### src/hdl/kbs_pkg.sv
// kbs_pkg: shared constants, types and elaboration-time helpers for the
// kinematic bicycle step pipeline (cordic table, gain, reciprocals).
// no dependencies.
package kbs_pkg;

  localparam int CORDIC_STEPS = 16;
  localparam int ATAN_ENTRIES = 30;
  localparam int CW           = 34;   // cordic datapath width
  localparam int GAIN_W       = 30;
  localparam int MAG_W        = 31;
  localparam int NUM_W        = 29;   // heading divider dividend width
  localparam int WB_W         = 13;

  localparam logic [WB_W-1:0] WB_RESET = 13'd691;
  localparam logic [WB_W-1:0] WB_MIN   = 13'd64;

  localparam logic signed [14:0] STEER_LIMIT = 15'sd9830;

  localparam logic signed [35:0] PI_Q30      = 36'sd3373259426;
  localparam logic signed [35:0] HALF_PI_Q30 = 36'sd1686629713;
  localparam logic signed [35:0] TWO_PI_Q30  = 36'sd6746518852;

  localparam logic signed [31:0] PI_Q13     = 32'sd25736;
  localparam logic signed [31:0] TWO_PI_Q13 = 32'sd51472;
  localparam logic [24:0] HD_RECIP = 25'((64'sd1 <<< 40) / 51472);

  localparam logic signed [31:0] ATAN_Q30 [ATAN_ENTRIES] = '{
    32'sd843314856, 32'sd497837829, 32'sd263043836, 32'sd133525158, 32'sd67021686,
    32'sd33543515,  32'sd16775850,  32'sd8388437,   32'sd4194282,   32'sd2097149,
    32'sd1048575,   32'sd524287,    32'sd262143,    32'sd131071,    32'sd65535,
    32'sd32767,     32'sd16383,     32'sd8191,      32'sd4095,      32'sd2047,
    32'sd1023,      32'sd511,       32'sd255,       32'sd127,       32'sd63,
    32'sd31,        32'sd15,        32'sd7,         32'sd3,         32'sd1
  };

  typedef enum logic {
    CM_ROTATE,
    CM_VECTOR
  } cordic_mode_t;

  typedef struct packed {
    logic signed [31:0] px;
    logic signed [31:0] py;
    logic signed [15:0] hd;
    logic signed [15:0] v;
    logic signed [31:0] vdt;
  } item_t;

  // x output of a zero-angle rotation of (2^29, 0)
  function automatic longint cordic_gain();
    longint x;
    longint y;
    longint z;
    longint xn;
    x = 64'sd536870912;
    y = 64'sd0;
    z = 64'sd0;
    for (int i = 0; i < CORDIC_STEPS; i++) begin
      if (z >= 0) begin
        xn = x - (y >>> i);
        y  = y + (x >>> i);
        z  = z - longint'(ATAN_Q30[i]);
      end else begin
        xn = x + (y >>> i);
        y  = y - (x >>> i);
        z  = z + longint'(ATAN_Q30[i]);
      end
      x = xn;
    end
    return x;
  endfunction

  localparam longint GAIN = cordic_gain();
  localparam logic [GAIN_W-1:0] GAIN_Q = GAIN_W'(GAIN);
  localparam longint GAIN_RECIP_L = (64'sd1 <<< 61) / GAIN;
  localparam logic [31:0] GAIN_RECIP = 32'(GAIN_RECIP_L);

endpackage

### src/hdl/kbs_gdiv.sv
// kbs_gdiv: three-stage divide of a cordic output by the cordic gain,
// q = trunc(val * 2^30 / gain), optional sign flip. uses kbs_pkg.
module kbs_gdiv (
  input  logic                          clk,
  input  logic                          en,
  input  logic signed [kbs_pkg::CW-1:0] val_in,
  input  logic                          neg_in,
  output logic signed [31:0]            q_out
);

  localparam int MAG_W = kbs_pkg::MAG_W;

  logic signed [kbs_pkg::CW-1:0] val_abs;
  logic [MAG_W-1:0] mag1_r;
  logic [MAG_W-1:0] mag2_r;
  logic             sgn1_r;
  logic             sgn2_r;
  logic [62:0]      p1_r;
  logic [31:0]      q0;
  logic [31:0]      q0_2_r;
  logic [61:0]      qg2_r;
  logic [61:0]      rem;
  logic [31:0]      q;
  logic signed [31:0] q_r;

  assign val_abs = val_in[kbs_pkg::CW-1] ? -val_in : val_in;
  assign q0      = p1_r[62:31];

  // estimate is at most one low, one compare fixes it
  assign rem = {1'b0, mag2_r, 30'b0} - qg2_r;
  assign q   = q0_2_r + 32'(rem >= {32'b0, kbs_pkg::GAIN_Q});

  always_ff @(posedge clk) begin
    if (en) begin
      mag1_r <= val_abs[MAG_W-1:0];
      sgn1_r <= val_in[kbs_pkg::CW-1] ^ neg_in;
      p1_r   <= 63'(val_abs[MAG_W-1:0]) * 63'(kbs_pkg::GAIN_RECIP);
      mag2_r <= mag1_r;
      sgn2_r <= sgn1_r;
      q0_2_r <= q0;
      qg2_r  <= 62'(q0) * 62'(kbs_pkg::GAIN_Q);
      q_r    <= sgn2_r ? -$signed(q) : $signed(q);
    end
  end

  assign q_out = q_r;

endmodule

### config.mk
export PLATFORM = sky130hd
export DESIGN_NAME = kbs_gdiv
export DESIGN_NICKNAME = d
export VERILOG_FILES = /design/src/hdl/kbs_pkg.sv /design/src/hdl/kbs_gdiv.sv
export SDC_FILE = /design/constraint.sdc
export NUM_CORES = 2
export LEC_CHECK = 0
export ABC_AREA = 1
export BUFFER_PORTS_ARGS = -buffer_cell sky130_fd_sc_hd__buf_4
export CORE_UTILIZATION = 30
export DETAILED_ROUTE_END_ITERATION = 6
export GPL_ROUTABILITY_DRIVEN = 0
export PLACE_DENSITY = 0.46
export SYNTH_ARGS = -nofsm -noshare
export SYNTH_HDL_FRONTEND = slang
export SYNTH_SLANG_ARGS = --single-unit
### constraint.sdc
create_clock -name clk -period 12.6 [get_ports clk]
set_input_delay 0.63 -clock clk [delete_from_list [all_inputs] [get_ports clk]]
set_output_delay 0.63 -clock clk [all_outputs]
set_load 0.05 [all_outputs]
Word level (Yosys, flattened, before mapping):

Cells that the tools add are included.

* register bits after elaboration: 249
* bits of input ports: 37
* output and inout bits: 32
* word-level logic and storage cells: 18

* $add $sub $neg: 4
* $mul: 2
* order comparisons: 1
* multiplexer cells: 2
* bitwise operators: 1

Operators with widths (number)
* multiplier 31 x 32 -> 63 bit, second input constant: 1
* >= comparator 62 x 30 -> 1 bit, second input constant: 1
* subtractor 61 x 62 -> 62 bit: 1
* multiplier 32 x 26 -> 58 bit, second input constant: 1
* adder 32 x 1 -> 32 bit: 1
* two-way mux 32 bit: 1
* negation 32 bit: 1
* two-way mux 31 bit: 1
* negation 31 bit: 1
* XOR 1 bit: 1

Logic depth before layout (Yosys ltp):

* depth after elaboration: 5
* depth in mapped cells: 39
* depth with buffers taken out: 39

Least setup slack after synthesis:

Ideal clock, no wire load.

* path kind: input-to-reg
* start: input port val_in[0] (netlist name)
* end: register p1_r[53], data pin
* library setup time: 259 ps
* data arrival time: 8067 ps
* required time: 12341 ps
* slack: 4274 ps
* stages: 34
* buffers on the path: 0
* cell sequence: inv_1 -> ha_1 -> nand3_1 -> nor3_1 -> nand2_1 -> nor2_1 -> inv_1 -> o31ai_1 -> xor2_1 -> inv_1 -> ha_1 -> inv_1 -> fa_1 -> inv_1 -> fa_1 -> fa_1 -> fa_1 -> fa_1 -> fa_1 -> inv_1 -> fa_1 -> inv_1 -> ha_1 -> nand2_1 -> nor2_1 -> inv_1 -> nor3_1 -> nand2_1 -> o21ai_0 -> nand2_1 -> nand2_1 -> nand2_1 -> nand2_1 -> xor2_1

* cells in the longest elaborated chain, start to end: 3

Ends and longest elaborated chain
* start: declaration: line kbs_gdiv.sv:6 `input logic signed [kbs_pkg::CW-1:0] val_in,`
* negation 31 bit: line kbs_gdiv.sv:26 `assign val_abs = val_in[kbs_pkg::CW-1] ? -val_in : val_in;`
* two-way mux 31 bit: line kbs_gdiv.sv:26
* net val_abs (one bit): line kbs_gdiv.sv:13 `logic signed [kbs_pkg::CW-1:0] val_abs;`
* multiplier 31 x 32 -> 63 bit: line kbs_gdiv.sv:37 `p1_r <= 63'(val_abs[MAG_W-1:0]) * 63'(kbs_pkg::GAIN_RECIP);`
* end signal: assignment: line kbs_gdiv.sv:37
* end: declaration: line kbs_gdiv.sv:18 `logic [62:0] p1_r;`

The timed path passes the listed nets, and every way through them passes these cells.
A chain may end at the register's enable or synchronous reset.

Final worst setup path:

* start: input port val_in[0] (netlist name)
* end: register p1_r[62], data pin

Same word-level chain as after synthesis.

==> impl_metrics.tcl <==
set metrics [dict create \
    ys_warn_count 0 \
    dpl_cell_area_sq_mm 0.0474 \
    die-area_sq_mm 0.149 \
    ys_types 48 \
    ant_nets 0 \
    crit_path_top_delay_cell "fa_1" \
    clock_latency_ps 590 \
    drt-total-wl_um 139000 \
    numCtsBuffers 29 \
    nFillCells 15588 \
    chipHeight_um 386 \
    io_pins 69 \
    portBuffers 66 \
    hold_path_class "flip-flop to flip-flop" \
    fin_skew_ps 36.6 \
    hpwl_um 124000 \
    fin_area_sq_mm 0.0483 \
    rsz0062_at_grt "false" \
    rows 140 \
    rr_endpoint "qg2_r[59]" \
    clk_pin_slew_worst_paths_ps 60 \
    synth_most_common_cell "inv_1" \
    r2r_slack_ps 5550 \
    yosys.area.top_type_share_pct 30.6 \
    drt_pre_antenna_iters 7 \
    clk_path_buf_depth 3 \
    ys_seq_elements 215 \
    synth.avg_cell_area_sq_um 8.58 \
    timing.fmax_mhz 100 \
    dp_slack_ps 1900 \
    grt_pass1_wl_um 213000 \
    grt_max_degree 101 \
    cp-startpoint "val_in[0]" \
    slew_headroom_pct 27.4 \
    drtIter0Drc 1899 \
    netlist_top_cells_count "1,486 x inv_1, 778 x nand2_1, 687 x ha_1" \
    post_cts.repair.setup_buffers 0 \
    drc 0 \
    crit_type "input port to flip-flop" \
    setup_viol 0 \
    worstPathArrival_ps 10310 \
    utilization_pct 33.1 \
    syn_inst 5166 \
    synth-async-reset-ratio_pct 0 \
    grt_pass1_vias 34982 \
    cts_tree "built" \
    timing.final.crit_share_pct 79.3 \
    layout-drive-gt1-share_pct 3.59 \
    cp-endpoint "p1_r[62]" \
    reg2reg_depth 18 \
    final.min_clock_period_ps 9990 \
    hold_violations 0 \
    nets 6680 \
    die_w_um 386 \
    rr_startpoint "p1_r[42]" \
    core_sq_mm 0.146 \
    synth_edf_count 215 \
    clockRootBuffer "clkbuf_16" \
    synth.net_count 6568 \
    antenna_found_initial 6 \
    cp-start-kind "input port" \
    max_slew.worst_pin.slew_ps 1090 \
    cts_resized 0 \
    synth_area_leaders "fa_1 31%, ha_1 19%, edfxtp_1 15%" \
    slew_viol_final 0 \
    vias 33263 \
    ctsHtreeMaxLevel 1 \
    path_max_fanout 9 \
    synth_ff_type "edfxtp_1" \
    required_ps 12920 \
    status "finished clean" \
    post_drt_via_cell_ratio 4.61 \
    routedWlPerCell_um 19.3 \
    yosys.area.top_type "fa_1" \
    end_kind "flip-flop" \
    grt_use_total_pct 19.1 \
    critPathMaxStageDelay_ps 700 \
    drv_cap 0 \
    cts_hold_buf 0 \
    clock_sinks 215 \
    initial_utilization_pct 30.3 \
    tns_ps 0 \
    setup_ws_ps 2610 \
    grt_overflow 0 \
    syn_area_sq_mm 0.0443 \
    synth-seq-area-share_pct 14.6 \
    area_growth_syn_to_layout_pct 9.06 \
]
==> layout make-up <==
class	count	area [sq um]	share of cell area [%]
antenna	2	5.00	0.0104
clock buffer	33	741	1.53
clock inverter	17	181	0.375
inverter	1491	5600	11.6
multi-input combinational	3453	32300	66.8
sequential	215	6460	13.4
tap	1917	2400	4.96
timing repair buffer	88	668	1.38
==> routing by layer <==
layer / vias to the layer above / wire length [um] / GRT usage [%]
met2: 674 / 68100 / 33.4
met3: 106 / 5280 / 0.968
met5: - / 0 / 0
met4: 0 / 2850 / 3.75
met1: 16364 / 63200 / 26.0
li1: 16119 / - / -
==> kinds of logic (layout without fill, tap and decap cells) <==
group                    Yosys count  count (layout)  synth area share [%]
buffers and inverters           1498            1629                  12.7
adder cells (fa/ha/maj)         1365            1365                  50.0
AND/OR/NAND/NOR                 1479            1479                  13.9
flip-flops                       215             215                  14.6
AO/OA/AOI/OAI                    456             456                  5.70
XOR/XNOR                         153             153                  3.13
other                              0               2                     0
==> worst min-delay path by stage <==
stage | start | endpoint | slack (ps) | cells past startpoint
2_1_floorplan | mag1_r[0] | mag2_r[0] | 400 | 0
3_3_place_gp | mag1_r[24] | mag2_r[24] | 400 | 0
3_5_place_dp | mag1_r[17] | mag2_r[17] | 410 | 0
4_1_cts | val_in[0] | mag1_r[0] | 420 | 1
5_1_grt | mag1_r[23] | mag2_r[23] | 420 | 0
6_report | mag1_r[23] | mag2_r[23] | 420 | 0
==> flip-flops by register name (all words and copies together), names as in the netlist <==
register,flops
sgn1_r,1
mag2_r,31
qg2_r,55
sgn2_r,1
q0_2_r,32
mag1_r,31
q_out,32
p1_r,32
==> critical path: cells and delay by family <==
| family | cells | cell delay (ps) |
|---|---|---|
| AOI/OAI and AO/OA | 7 | 1750 |
| xor gates and xnor gates | 1 | 560 |
| adders and majority gates | 10 | 4910 |
| buffers and inverters | 8 | 1310 |
| and+or+nand+nor | 6 | 1160 |
==> cell usage in the layout, fill, tap and decap left out, drive strengths merged, types with 41 or more instances in the layout <==
cell and instances:
inv 1494, nand2 784, ha 687, fa 678
nor2 402, edfxtp 215, a21oi 213, nand3 154
o21ai 143, xor2 110, buf 88, xnor2 43
nand4 42, nor3 41
==> through the flow <==
| stage | hold WS, ps | std cells |
|---|---|---|
| after global routing | 420 | 7214 |
| after floorplan | 400 | 5166 |
| after CTS | 416 | 7214 |
| after global placement | 404 | 7164 |
| final | 418 | 7216 |
| after detailed placement | 405 | 7164 |
Power is left out: the tool's default activity adds up to more than one toggle a clock period on the data nets, which glitch-free logic cannot reach.
